<file path="config.mk">
export PLATFORM = sky130hd
export DESIGN_NAME = bank_switch_address_decoder_unit
export DESIGN_NICKNAME = d
export VERILOG_FILES = /design/src/bsad_pkg.sv /design/src/bank_switch_address_decoder_unit.sv
export SDC_FILE = /design/constraint.sdc
export NUM_CORES = 1
export LEC_CHECK = 0
export CAP_MARGIN = 5
export CORE_MARGIN = 2
export CORE_UTILIZATION = 45
export DETAILED_ROUTE_END_ITERATION = 8
export DONT_BUFFER_PORTS = 1
export PLACE_DENSITY = 0.64
export SLEW_MARGIN = 10
export SYNTH_ARGS = -nofsm -noshare
export SYNTH_HDL_FRONTEND = slang
export SYNTH_SLANG_ARGS = --single-unit
</file>
<file path="constraint.sdc">
create_clock -name clk -period 6.4 [get_ports clk]
set_input_delay 0.64 -clock clk [delete_from_list [all_inputs] [get_ports clk]]
set_output_delay 0.64 -clock clk [all_outputs]
set_load 0.01 [all_outputs]
</file>
<file path="src/bsad_pkg.sv">
package bsad_pkg;

    // Result region codes
    typedef enum logic [3:0] {
        REGION_BOOT     = 4'd0,
        REGION_ROM      = 4'd1,
        REGION_EXTRAM   = 4'd2,
        REGION_INTERNAL = 4'd3,
        REGION_SCROLLY  = 4'd4,
        REGION_SCROLLX  = 4'd5,
        REGION_LINE     = 4'd6,
        REGION_BANKCTL  = 4'd7,
        REGION_DROPPED  = 4'd8
    } region_t;

    // Controller kinds
    typedef enum logic [1:0] {
        KIND_NONE = 2'd0,
        KIND_MBC1 = 2'd1,
        KIND_MBC2 = 2'd2,
        KIND_RSVD = 2'd3
    } ctl_kind_t;

    // Access kinds
    localparam logic CMD_READ  = 1'b0;
    localparam logic CMD_WRITE = 1'b1;

    // Bank-control windows, address bits 14:13 below 0x8000
    typedef enum logic [1:0] {
        WIN_RAM_EN  = 2'd0,
        WIN_ROM_LO  = 2'd1,
        WIN_UPPER   = 2'd2,
        WIN_MODE    = 2'd3
    } bank_win_t;

    localparam int unsigned ADDR_W   = 16;
    localparam int unsigned DATA_W   = 8;
    localparam int unsigned OFFSET_W = 21;
    localparam int unsigned ROMB_W   = 7;
    localparam int unsigned RAMB_W   = 2;

    localparam logic [ADDR_W-1:0] ADDR_BOOT_END  = 16'h00FF;
    localparam logic [ADDR_W-1:0] ADDR_ROMX_LO   = 16'h4000;
    localparam logic [ADDR_W-1:0] ADDR_VRAM_LO   = 16'h8000;
    localparam logic [ADDR_W-1:0] ADDR_EXT_LO    = 16'hA000;
    localparam logic [ADDR_W-1:0] ADDR_EXT_HI    = 16'hC000;
    localparam logic [ADDR_W-1:0] ADDR_ECHO_LO   = 16'hE000;
    localparam logic [ADDR_W-1:0] ADDR_ECHO_HI   = 16'hFE00;
    localparam logic [ADDR_W-1:0] ADDR_DROP_LO   = 16'hFEA0;
    localparam logic [ADDR_W-1:0] ADDR_DROP_HI   = 16'hFF00;
    localparam logic [ADDR_W-1:0] ADDR_SCROLLY   = 16'hFF42;
    localparam logic [ADDR_W-1:0] ADDR_SCROLLX   = 16'hFF43;
    localparam logic [ADDR_W-1:0] ADDR_LINE      = 16'hFF44;

    localparam logic [3:0] RAM_EN_KEY  = 4'hA;
    localparam logic [3:0] RAM_DIS_KEY = 4'h0;

    function automatic region_t io_region(input logic [ADDR_W-1:0] addr);
        region_t r;
        r = REGION_INTERNAL;
        if (addr == ADDR_SCROLLY)
        begin
            r = REGION_SCROLLY;
        end
        else if (addr == ADDR_SCROLLX)
        begin
            r = REGION_SCROLLX;
        end
        else if (addr == ADDR_LINE)
        begin
            r = REGION_LINE;
        end
        return r;
    endfunction

endpackage

</file>
<file path="src/bank_switch_address_decoder_unit.sv">
// Path from input word accepted to result word valid: input register, then result register.
// Throughput: one word per cycle; the result register is the only thing that can stall the input.
// Bank state is updated as a word moves from the input register to the result register,
// so each word sees the state left by the word before it.
// Reset (rst_n low, asynchronous): pipeline empty, controller kind none, ROM bank 1,
// RAM bank 0, RAM disabled, ROM banking mode.
module bank_switch_address_decoder_unit (
    input  logic        clk,
    input  logic        rst_n,
    // configuration: controller kind
    input  logic        cfg_wr_en,
    input  logic [1:0]  cfg_wr_data,
    // input bus access stream
    input  logic        s_tvalid,
    output logic        s_tready,
    input  logic [23:0] s_tdata,   // [15:0] address, [23:16] write_data
    input  logic        s_tuser,   // [0] cmd (0 read, 1 write)
    // decoded result stream
    output logic        m_tvalid,
    input  logic        m_tready,
    output logic [31:0] m_tdata,   // [20:0] target_offset, [21] echo_mirror,
                                   // [28:22] rom_bank_now, [30:29] ram_bank_now,
                                   // [31] ram_enable_now
    output logic [3:0]  m_tuser    // [3:0] region
);
    import bsad_pkg::*;

    // ---------------- configuration ----------------
    ctl_kind_t kind_reg;

    always_ff @(posedge clk or negedge rst_n)
    begin
        if (!rst_n)
        begin
            kind_reg <= KIND_NONE;
        end
        else if (cfg_wr_en)
        begin
            kind_reg <= ctl_kind_t'(cfg_wr_data);
        end
    end

    // ---------------- input register ----------------
    logic              in_valid_reg;
    logic              in_cmd_reg;
    logic [ADDR_W-1:0] in_addr_reg;
    logic [DATA_W-1:0] in_data_reg;
    logic              advance;

    // stage 1 moves into the result register when the latter is free or being drained
    assign advance  = !m_tvalid || m_tready;
    assign s_tready = !in_valid_reg || advance;

    always_ff @(posedge clk or negedge rst_n)
    begin
        if (!rst_n)
        begin
            in_valid_reg <= 1'b0;
        end
        else if (s_tready)
        begin
            in_valid_reg <= s_tvalid;
        end
    end

    always_ff @(posedge clk)
    begin
        if (s_tready && s_tvalid)
        begin
            in_cmd_reg  <= s_tuser;
            in_addr_reg <= s_tdata[15:0];
            in_data_reg <= s_tdata[23:16];
        end
    end

    // ---------------- bank state ----------------
    logic [ROMB_W-1:0] rom_bank_reg, rom_bank_next;
    logic [RAMB_W-1:0] ram_bank_reg, ram_bank_next;
    logic              ram_en_reg,   ram_en_next;
    logic              ram_mode_reg, ram_mode_next;

    logic is_mbc1, is_mbc2;
    logic [ROMB_W-1:0] rom_cand_lo, rom_cand_hi;

    assign is_mbc1 = (kind_reg == KIND_MBC1);
    assign is_mbc2 = (kind_reg == KIND_MBC2);

    // bank zero alone maps to one; 0x20/0x40/0x60 stay as written
    assign rom_cand_lo = {rom_bank_reg[6:5], in_data_reg[4:0]};
    assign rom_cand_hi = {in_data_reg[1:0], rom_bank_reg[4:0]};

    always_comb
    begin
        rom_bank_next = rom_bank_reg;
        ram_bank_next = ram_bank_reg;
        ram_en_next   = ram_en_reg;
        ram_mode_next = ram_mode_reg;
        if (in_cmd_reg == CMD_WRITE && !in_addr_reg[15])
        begin
            unique case (bank_win_t'(in_addr_reg[14:13]))
                WIN_RAM_EN:
                begin
                    // MBC2 ignores this window when address bit 8 is set
                    if ((is_mbc1 || is_mbc2) && !(is_mbc2 && in_addr_reg[8]))
                    begin
                        if (in_data_reg[3:0] == RAM_EN_KEY)
                        begin
                            ram_en_next = 1'b1;
                        end
                        else if (in_data_reg[3:0] == RAM_DIS_KEY)
                        begin
                            ram_en_next = 1'b0;
                        end
                    end
                end
                WIN_ROM_LO:
                begin
                    if (is_mbc1 || is_mbc2)
                    begin
                        rom_bank_next = (rom_cand_lo == '0) ? ROMB_W'(1) : rom_cand_lo;
                    end
                end
                WIN_UPPER:
                begin
                    if (is_mbc1)
                    begin
                        if (ram_mode_reg)
                        begin
                            ram_bank_next = in_data_reg[1:0];
                        end
                        else
                        begin
                            rom_bank_next = (rom_cand_hi == '0) ? ROMB_W'(1) : rom_cand_hi;
                        end
                    end
                end
                WIN_MODE:
                begin
                    if (is_mbc1)
                    begin
                        ram_mode_next = in_data_reg[0];
                        if (!in_data_reg[0])
                        begin
                            ram_bank_next = '0;
                        end
                    end
                end
                default:
                begin
                    rom_bank_next = rom_bank_reg;
                end
            endcase
        end
    end

    // ---------------- address decode ----------------
    region_t             region_next;
    logic [OFFSET_W-1:0] offset_next;
    logic                echo_next;

    always_comb
    begin
        region_next = REGION_INTERNAL;
        offset_next = OFFSET_W'(in_addr_reg);
        echo_next   = 1'b0;
        if (in_cmd_reg == CMD_READ)
        begin
            priority if (in_addr_reg <= ADDR_BOOT_END)
            begin
                region_next = REGION_BOOT;
            end
            else if (in_addr_reg >= ADDR_ROMX_LO && in_addr_reg < ADDR_VRAM_LO)
            begin
                // switchable ROM: bank number on top of the 16 KiB offset
                region_next = REGION_ROM;
                offset_next = {rom_bank_reg, in_addr_reg[13:0]};
            end
            else if (in_addr_reg >= ADDR_EXT_LO && in_addr_reg < ADDR_EXT_HI)
            begin
                // external RAM: 8 KiB banks
                region_next = REGION_EXTRAM;
                offset_next = OFFSET_W'({ram_bank_reg, in_addr_reg[12:0]});
            end
            else
            begin
                region_next = io_region(in_addr_reg);
            end
        end
        else
        begin
            priority if (in_addr_reg < ADDR_VRAM_LO)
            begin
                region_next = REGION_BANKCTL;
            end
            else if (in_addr_reg >= ADDR_ECHO_LO && in_addr_reg < ADDR_ECHO_HI)
            begin
                region_next = REGION_INTERNAL;
                echo_next   = 1'b1;
            end
            else if (in_addr_reg >= ADDR_DROP_LO && in_addr_reg < ADDR_DROP_HI)
            begin
                region_next = REGION_DROPPED;
                offset_next = '0;
            end
            else
            begin
                region_next = io_region(in_addr_reg);
            end
        end
        // video registers carry no offset
        if (region_next == REGION_SCROLLY || region_next == REGION_SCROLLX ||
            region_next == REGION_LINE)
        begin
            offset_next = '0;
        end
    end

    // ---------------- state update and result register ----------------
    logic                out_valid_reg;
    region_t             out_region_reg;
    logic [OFFSET_W-1:0] out_offset_reg;
    logic                out_echo_reg;
    logic [ROMB_W-1:0]   out_rom_reg;
    logic [RAMB_W-1:0]   out_ram_reg;
    logic                out_ram_en_reg;
    logic                fire;

    assign fire = in_valid_reg && advance;

    always_ff @(posedge clk or negedge rst_n)
    begin
        if (!rst_n)
        begin
            rom_bank_reg  <= ROMB_W'(1);
            ram_bank_reg  <= '0;
            ram_en_reg    <= 1'b0;
            ram_mode_reg  <= 1'b0;
            out_valid_reg <= 1'b0;
        end
        else
        begin
            if (advance)
            begin
                out_valid_reg <= in_valid_reg;
            end
            if (fire)
            begin
                rom_bank_reg <= rom_bank_next;
                ram_bank_reg <= ram_bank_next;
                ram_en_reg   <= ram_en_next;
                ram_mode_reg <= ram_mode_next;
            end
        end
    end

    always_ff @(posedge clk)
    begin
        if (fire)
        begin
            out_region_reg <= region_next;
            out_offset_reg <= offset_next;
            out_echo_reg   <= echo_next;
            out_rom_reg    <= rom_bank_next;
            out_ram_reg    <= ram_bank_next;
            out_ram_en_reg <= ram_en_next;
        end
    end

    assign m_tvalid = out_valid_reg;
    assign m_tuser  = out_region_reg;
    assign m_tdata  = {out_ram_en_reg, out_ram_reg, out_rom_reg, out_echo_reg, out_offset_reg};

endmodule

</file>
Word level (Yosys, flattened, before mapping)
Index checks and enable logic that the tools add are counted.
- bitwise operators: 1
- magnitude comparators: 9
- multiplexer cells: 36
- equality and inequality tests: 12
- reduce and logical (&&, ||, !) cells: 24
- operator list (operator ; number):
    < comparator 16 bit (second input constant) ; 4
    two-way mux 16 bit ; 4
    two-way mux 21 bit ; 3
    equality test 16 bit (second input constant) ; 3
    >= comparator 16 bit (second input constant) ; 3
    two-way mux 7 bit ; 6
    two-way mux 3 bit ; 6
    >= comparator 16 x 15 -> 1 bit (second input constant) ; 1
    less-or-equal comparator 16 x 8 -> 1 bit (second input constant) ; 1
    two-way mux 4 bit ; 4
    logical NOT 7 bit ; 2
    case mux 7 bit (2 select lines) ; 1
    equality test 4 x 3 -> 1 bit (second input constant) ; 3
    two-way mux 2 bit ; 5
    logical AND 1 bit ; 9
    equality test 2 bit (second input constant) ; 3
    two-way mux 1 bit ; 6
    logical OR 1 bit ; 5
    equality test 2 x 1 -> 1 bit (second input constant) ; 2
    equality test 4 bit (second input constant) ; 1
    logical NOT 1 bit ; 4
    logical NOT 4 bit ; 1
    case mux 2 bit (2 select lines) ; 1
    AND reduction 4 bit ; 1
    3 further kinds ; 3
- word-level logic and storage cells: 98
- bits of input ports: 32
- bits in registers: 73

Longest topological paths before layout
Gate-level depths: netlist of run 1.
- word-level depth: 11
- mapped depth: 8
- depth with buffers taken out: 7

Worst setup path before layout of run 1
Ideal clock, no wire load.
- kind: input port to flip-flop
- start point: input port m_tready
- end point: register ram_mode_reg
- setup time: 0.125 ns
- required time: 6.275 ns
- cell stages on the path: 6
- setup slack: 3.624 ns
- data arrival time: 2.651 ns
- cell sequence: nand2b_1 > nand2_1 > inv_1 > clkbuf_1 > nand4_1 > mux2_2
- word-level cells in the longest chain between the ends: 3
- RTL lines (item ; RTL line ; RTL):
    start: declaration ; bank_switch_address_decoder_unit.sv:20 ; input logic m_tready,
    logical OR 1 bit ; bank_switch_address_decoder_unit.sv:51 ; assign advance = !m_tvalid || m_tready;
    logical AND 1 bit ; bank_switch_address_decoder_unit.sv:228 ; assign fire = in_valid_reg && advance;
    via fire ; bank_switch_address_decoder_unit.sv:226 ; logic fire;
    AND reduction 4 bit (no line) ; -- ;
    end signal: assignment ; bank_switch_address_decoder_unit.sv:251 ; ram_mode_reg <= ram_mode_next;
    end: declaration ; bank_switch_address_decoder_unit.sv:80 ; logic ram_mode_reg, ram_mode_next;
The timed path passes the listed nets, and every way through them passes these cells.
A chain may end at the register's enable or synchronous reset.

Worst setup path after layout of run 1
- start point: register in_addr_reg[14]
- end point: register out_offset_reg[13], data pin
- word-level cells in the longest chain between the ends: 11
- elaborated cells between the ends (all ways): 38
- those cells by class: order compare (9); eq/ne (6); mux (17); reduce/logical (6)
- RTL lines (item ; RTL line ; RTL):
    start: declaration ; bank_switch_address_decoder_unit.sv:46 ; logic [ADDR_W-1:0] in_addr_reg;
    start signal: assignment ; bank_switch_address_decoder_unit.sv:71 ; in_addr_reg <= s_tdata[15:0];
    branches (longest 11 deep; another with >= comparator 16 bit) ; -- ;
    end signal: assignment ; bank_switch_address_decoder_unit.sv:261 ; out_offset_reg <= offset_next;
    end: declaration ; bank_switch_address_decoder_unit.sv:221 ; logic [OFFSET_W-1:0] out_offset_reg;
Parallel ways; which one is timed is not known.

==> run metrics, run 1 <==
Clock Path Buffers=2; quantity of I/O buffers inserted on ports=0; count of unique library cells instantiated by Yosys=56; number of placed I/O pins=70; Final Hold Vio Count=0; max_cap viols=0; fraction of final layout cells sized beyond drive strength 1=0.138; setup slack of the most critical reg-to-reg path=3.77 ns; startpoint of the worst register-to-register path=in_addr_reg[14]; Final Critical Period=around 2.6 ns; number of cells on the worst reg-to-reg path=6; final number of setup-violating endpoints=0; num rows=30; Final Net Count=~290; average footprint of a synthesized cell=between 10 and 15 um2; critical path class=reg2reg; static power due to leakage=1.34 nW; portion of the post-synthesis area used by sequential elements=0.652; Layout Area Growth over Synthesis=9.67%; timing-limited maximum frequency=roughly 380 MHz; CTS tree=built; Routed Antenna Nets=0; final number of max-transition violations=0; non-filler instance count after layout=between 300 and 400; Crit path arrival time=roughly 2.7 ns; Multi-input gate area=1020 um2; power density over the cells=approximately 330 nW/um2; Num CTS Buffers=9; area share of the leading cell type in the synthesized netlist=0.536; number of DRC violations after detailed-routing iteration 0=~170; antenna violations before repair=0; via count of the first global-routing pass=between 1,500 and 2,000; Detailed Place HPWL=around 4300 um; RePlAce Congestion=between 0.8 and 0.9; FF+latch area=2120 um2; largest area contributor in the synthesized netlist=edfxtp_1; kind of start point of the critical path=register; iteration count of the initial detailed-routing pass=4; largest fanout of any net on the critical path=16; total non-filler cell area in the finished layout=between 3000 and 4000 um2; largest voltage drop on the vdd net=slightly below 0.1 mV; count leader, synth=edfxtp_1; Post-CTS Repair Setup Buffers=0; wire length of the first global-routing pass=about 9700 um; Yosys warnings=0; Cells after Synth=around 250; final wirelength=6240 um; placed instance area=3310 um2; most frequent cells after synthesis=edfxtp_1, nand2_1, and3_1; Core Box Area=6910 um2; final setup TNS=0 ns; clock-pin slew on the worst setup and hold paths=0.08 ns; overall routing resource usage=0.164; number of diodes=0; number of remaining DRC errors=0; Vias/cell=approximately 5.7; Crit path required time=roughly 6.5 ns; status=finished, final reports clean; clock insertion delay at the later pin of the skew report=0.35 ns; top cells by area in the synthesized netlist=edfxtp_1, dfrtp_1, and3_1; Remaining Overflow, GRT=0; height of the die=89.0 um; Fill cells=between 600 and 700; flops & latches, synth=73; Hold Crit Class=in2async; total number of vias=1,975; max FFs per register=21; maximum number of pins on one net before global-route repair=28; root buffer cell=clkbuf_8; main flop type after synthesis=edfxtp_1; H-tree depth reported by CTS=3; die area=7910 um2; final routed wire length divided by cell count=17.9 um; post-route fraction of the period consumed by the critical path=0.412; sort of element at the end of the critical path=register; Clock Sinks=73; net count after synthesis=approximately 280; RSZ-0062 raised after global routing=no; post-synthesis instance area=between 3000 and 4000 um2; reg-to-reg critical path endpoint=out_offset_reg[13]; cell total after placement=between 300 and 400; Setup Skew=0.00669 ns; slew at the pin closest to its max-slew limit=approximately 1.0 ns; number of synthesized flops with an enable pin=58; effective utilization at floorplan=0.470; horizontal extent of the die=between 80 and 90 um; share of flip-flops with an asynchronous set or reset after synthesis=0.205; worst rel slew slack=0.325
==> routing by layer <==
| layer | global-route usage | vias to the layer above | part of all wire |
|---|---|---|---|
| li1 | - | 937 | - |
| met1 | 0.223 | 972 | 0.46 |
| met2 | 0.252 | 56 | 0.47 |
| met3 | 0.0517 | 10 | 0.051 |
| met4 | 0.0570 | 0 | 0.015 |
| met5 | 0 | - | 0 |
==> layout make-up <==
class	count	share of cell area
well taps	96	0.0337
flip-flops and latches	73	0.595
clock inverters	7	0.0330
multi-input cells	151	0.287
repair buffers	2	0.00492
clock buffers	9	0.0348
inverters	11	0.0116
==> power by group <==
part           switching [mW]  internal, mW
registers              0.0585         0.584
logic                  0.0641        0.0553
clock network           0.171         0.259
total                   0.294         0.899
==> cells in the final DEF, fill, tap and decap left out, types with 7 or more instances in the layout <==
cell and instances:
inv_1 10, dfrtp_1 14, and3_1 15, a21oi_1 9, nand2_1 19, edfxtp_1 58
nor2_1 14, clkbuf_8 9, mux2_2 8, o21ai_0 7
==> what timing repair did <==
action,CTS,global route
hold endpoints to repair,14,0
resized for setup,0,0
hold buffers,1,0
==> logic make-up (layout without fill, tap and decap cells) <==
kind of cell	count (synthesis)	count (layout)	share of synthesized area
compound gates	47	47	0.102
fa+ha+maj	6	6	0.0231
buf+inv	21	29	0.0327
flops	73	73	0.652
mux	8	8	0.0277
simple gates	90	90	0.162
==> worst max-delay path by stage <==
stage | to | slack (ns) | cells after the start | startpoint
5_1_grt | out_offset_reg[13] | 3.63 | 6 | in_addr_reg[14]
3_3_place_gp | out_offset_reg[14] | 3.88 | 6 | in_addr_reg[14]
3_5_place_dp | out_offset_reg[13] | 3.82 | 6 | in_addr_reg[14]
2_1_floorplan | ram_mode_reg | 3.62 | 6 | m_tready
6_report | out_offset_reg[13] | 3.77 | 6 | in_addr_reg[14]
4_1_cts | out_offset_reg[13] | 3.79 | 6 | in_addr_reg[14]
==> per-stage QoR <==
| step | hold WS, ns | utilization | power [mW] | setup slack [ns] |
|---|---|---|---|---|
| finish | 0.123 | 0.516 | 1.19 | 3.77 |
| global route | 0.112 | 0.516 | 1.24 | 3.63 |
| CTS | 0.117 | 0.516 | 1.20 | 3.79 |
| detailed placement | 0.345 | 0.479 | 0.769 | 3.82 |
| global placement | 0.345 | 0.479 | 0.763 | 3.88 |
| floorplan | 0.344 | - | 0.733 | 3.62 |
==> critical path: stages, from the launching register on <==
cell and delay, ns:
edfxtp_1 0.67, ha_1 0.38, or2b_2 0.33, o41ai_2 0.28
nand4_2 0.39, o211ai_1 0.25, a21boi_1 0.09
Note: power is estimated with default switching activity, not from simulation.
==> inputs of run 2 (changes only) <==
--- a/config.mk
+++ b/config.mk
@@ -5,6 +5,7 @@
 export SDC_FILE = /design/constraint.sdc
 export NUM_CORES = 1
 export LEC_CHECK = 0
+export ABC_AREA = 1
 export CAP_MARGIN = 5
 export CORE_MARGIN = 2
 export CORE_UTILIZATION = 45
==> constraint.sdc (replaced) <==
create_clock -name clk -period 2.5 [get_ports clk]
set_input_delay 0.25 -clock clk [delete_from_list [all_inputs] [get_ports clk]]
set_output_delay 0.25 -clock clk [all_outputs]
set_load 0.01 [all_outputs]
==> run 2 against run 1 <==
Worst setup slack lost 3.4 ns. Via count grew 25%. Global-route usage grew 0.23 points. Critical path type unchanged. Fmax grew 26%. Clock power grew 120%. Highest routed layer unchanged. Non-clock buffer count grew 24. Routed wire length grew 9.1%. Clock-buffer cell count grew 3. First-iteration DRC count shrank 18%.
==> run metrics, run 2 <==
CP top delay family=simple AND/OR/NAND/NOR gates; total non-filler cell area in the finished layout=4160 um2 (+17%); Setup Skew=0.00908 ns (+0.00239 ns); count leader, synth=nand2_1; Final Hold Vio Count=0 (unchanged); main flop type after synthesis=edfxtp_1; height of the die=93.4 um (+4.9%); Slowest cell on crit path=edfxtp_1; largest area contributor in the synthesized netlist=edfxtp_1; setup slack of the most critical reg-to-reg path=0.40 ns (-3.36 ns); number of placed I/O pins=70 (unchanged); final wirelength=6800 um (+9.1%); Remaining Overflow, GRT=0 (unchanged); Core Box Area=7730 um2 (+12%); combinational family with the most area after synthesis=simple AND/OR/NAND/NOR gates; static power due to leakage=1.75 nW (+30%); hold path depth=1; maximum number of pins on one net before global-route repair=41 (+46%); slew at the pin closest to its max-slew limit=0.755 ns (-0.257 ns); count of unique library cells instantiated by Yosys=36 (-36%); Routed Antenna Nets=0 (unchanged); Hold Crit Class=in2reg; antenna violations before repair=0 (unchanged); top cells by area in the synthesized netlist=edfxtp_1, dfrtp_1, nand2_1; average footprint of a synthesized cell=9.93 um2 (-25%); Endpoint, Worst Hold=kind_reg[1]; critical-path cell list=inv_1 > ha_1 > nand3_1 > nor2_1 > nand2_1 > nand2_1 > nand2_1 > nand3_1 > nand2_1 > nand2_1 > inv_1; critical path class=reg2reg; final number of setup-violating endpoints=0 (unchanged); post-route fraction of the period consumed by the critical path=0.839 (+0.427); Layout Area Growth over Synthesis=15.8%; final routed wire length divided by cell count=13.6 um (-24%); number of remaining DRC errors=0 (unchanged); num rows=32 (+6.7%); die area=8720 um2 (+10%); Critical Path Max Stage Delay=0.52 ns (-0.15 ns); Num CTS Buffers=9 (unchanged); power density over the cells=730 nW/um2 (+120%); H-tree depth reported by CTS=3 (unchanged); Final Net Count=432 (+51%); wire length of the first global-routing pass=11,000 um (+13%); share of flip-flops with an asynchronous set or reset after synthesis=0.205 (unchanged); Vias/cell=4.95 (-13%); multiplexer share of the synthesized area=0 (-0.0277); origin of the worst min-delay path=cfg_wr_en; overall routing resource usage=0.166 (+0.00228); Crit path required time=2.60 ns (-3.89 ns); Post-Synth Adder-Cell Area=0.0209 (-0.00222); net count after synthesis=400 (+41%); portion of the post-synthesis area used by sequential elements=0.589 (-0.0627); synthesized-area fraction occupied by and/or/nand/nor cells=0.239 (+0.0767); via count of the first global-routing pass=2,281 (+15%); Detailed Place HPWL=4960 um (+16%); Post-CTS Repair Setup Buffers=0 (unchanged); area share of the leading cell type in the synthesized netlist=0.485 (-0.0515); horizontal extent of the die=93.4 um (+4.9%); total number of vias=2,478 (+25%); final setup TNS=0 ns (unchanged); largest fanout of any net on the critical path=7 (-9); final number of max-transition violations=0 (unchanged); Final Critical Period=2.10 ns (-0.537 ns); largest voltage drop on the vdd net=0.279 mV (+190%); cell with the most instances on the worst path=nand2_1; Clock Path Buffers=2 (unchanged); max_cap viols=0 (unchanged); quantity of I/O buffers inserted on ports=0 (unchanged); Fill cells=706 (+14%); reg-to-reg critical path endpoint=m_tuser[0]; CTS tree=built; number of cells on the worst reg-to-reg path=11 (+5); leading cell types in the layout, fill and taps excluded=nand2_1, edfxtp_1, inv_1; Resize count post-CTS=0 (unchanged); Crit path arrival time=2.20 ns (-0.53 ns); effective utilization at floorplan=0.465 (-0.00526); root buffer cell=clkbuf_8; number of DRC violations after detailed-routing iteration 0=136 (-18%); timing-limited maximum frequency=477 MHz (+26%); worst hold-check slack=0.0212 ns (-0.102 ns); RePlAce Congestion=0.876 (+0.39%); fraction of final layout cells sized beyond drive strength 1=0.123 (-0.0155); kind of start point of the critical path=register; Clock Sinks=73 (unchanged); worst rel slew slack=0.495 (+0.170); clock insertion delay at the later pin of the skew report=0.34 ns (about the same); most frequent cells after synthesis=nand2_1, edfxtp_1, inv_1; sort of element at the end of the critical path=register; number of diodes=0 (unchanged); share of the synthesized netlist area taken by xor and xnor gates=0 (unchanged); placed instance area=3720 um2 (+12%); post-synthesis instance area=3590 um2 (+11%); most common cell after layout, fill and taps aside=nand2_1; Cells after Synth=362 (+48%); Yosys warnings=0 (unchanged); RSZ-0062 raised after global routing=no; flops & latches, synth=73 (unchanged); startpoint of the worst register-to-register path=in_addr_reg[14]; status=finished, final reports clean; max FFs per register=21 (unchanged); number of synthesized flops with an enable pin=58 (unchanged); clock-pin slew on the worst setup and hold paths=0.07 ns (about the same); Buf/Inv on CP=2 (+2); iteration count of the initial detailed-routing pass=4 (unchanged); compound-gate portion of the synthesized area=0.0766 (-0.0255)
[run 2: kinds of logic after synthesis]
logic type,after synthesis
simple gates,177
fa+ha+maj,6
buf+inv,64
flops,73
compound gates,42
[run 2: timing repair]
| action | CTS | global route |
|---|---|---|
| setup endpoints to repair | 0 | 0 |
| hold buffers | 24 | 0 |
| hold endpoints to repair | 38 | 0 |
[run 2: report_power, final]
part | internal, mW | leakage, nW | switching [mW]
Combinational | 0.156 | 0.896 | 0.284
Sequential | 1.51 | 0.754 | 0.134
Clock | 0.557 | 0.0997 | 0.396
Total | 2.23 | 1.75 | 0.813
[run 2: final cells by class]
cell class | instances | area [um2] | share of cell area
tap | 102 | 128 | 0.0307
inverter | 59 | 224 | 0.0538
multi-input combinational | 225 | 1220 | 0.293
clock inverter | 4 | 67.6 | 0.0162
timing repair buffer | 26 | 268 | 0.0644
sequential | 73 | 2120 | 0.509
clock buffer | 12 | 135 | 0.0325
[run 2: worst max-delay path by stage]
stage	start	end	slack, ns	cells after the start
finish	in_addr_reg[14]	m_tuser[0]	0.40	11
global route	in_addr_reg[14]	m_tuser[0]	0.18	11
detailed placement	in_addr_reg[14]	m_tuser[0]	0.44	11
floorplan	in_addr_reg[14]	m_tuser[0]	0.68	11
global placement	in_addr_reg[14]	m_tuser[0]	0.48	11
CTS	in_addr_reg[14]	m_tuser[0]	0.41	11
[run 2: stage by stage]
stage	utilization	power [mW]	cells	setup slack, ns
global route	0.538	3.20	501	0.179
floorplan	-	1.96	362	0.684
global placement	0.481	2.07	461	0.483
CTS	0.538	3.07	501	0.411
detailed placement	0.481	2.07	461	0.441
finish	0.538	3.04	501	0.402
[run 2: per-layer routing]
layer  vias up  part of all wire  track usage
li1       1255                 -            -
met1      1144              0.51        0.244
met2        70              0.43        0.232
met3         9             0.046       0.0371
met4         0             0.017       0.0833
met5         -                 0            0
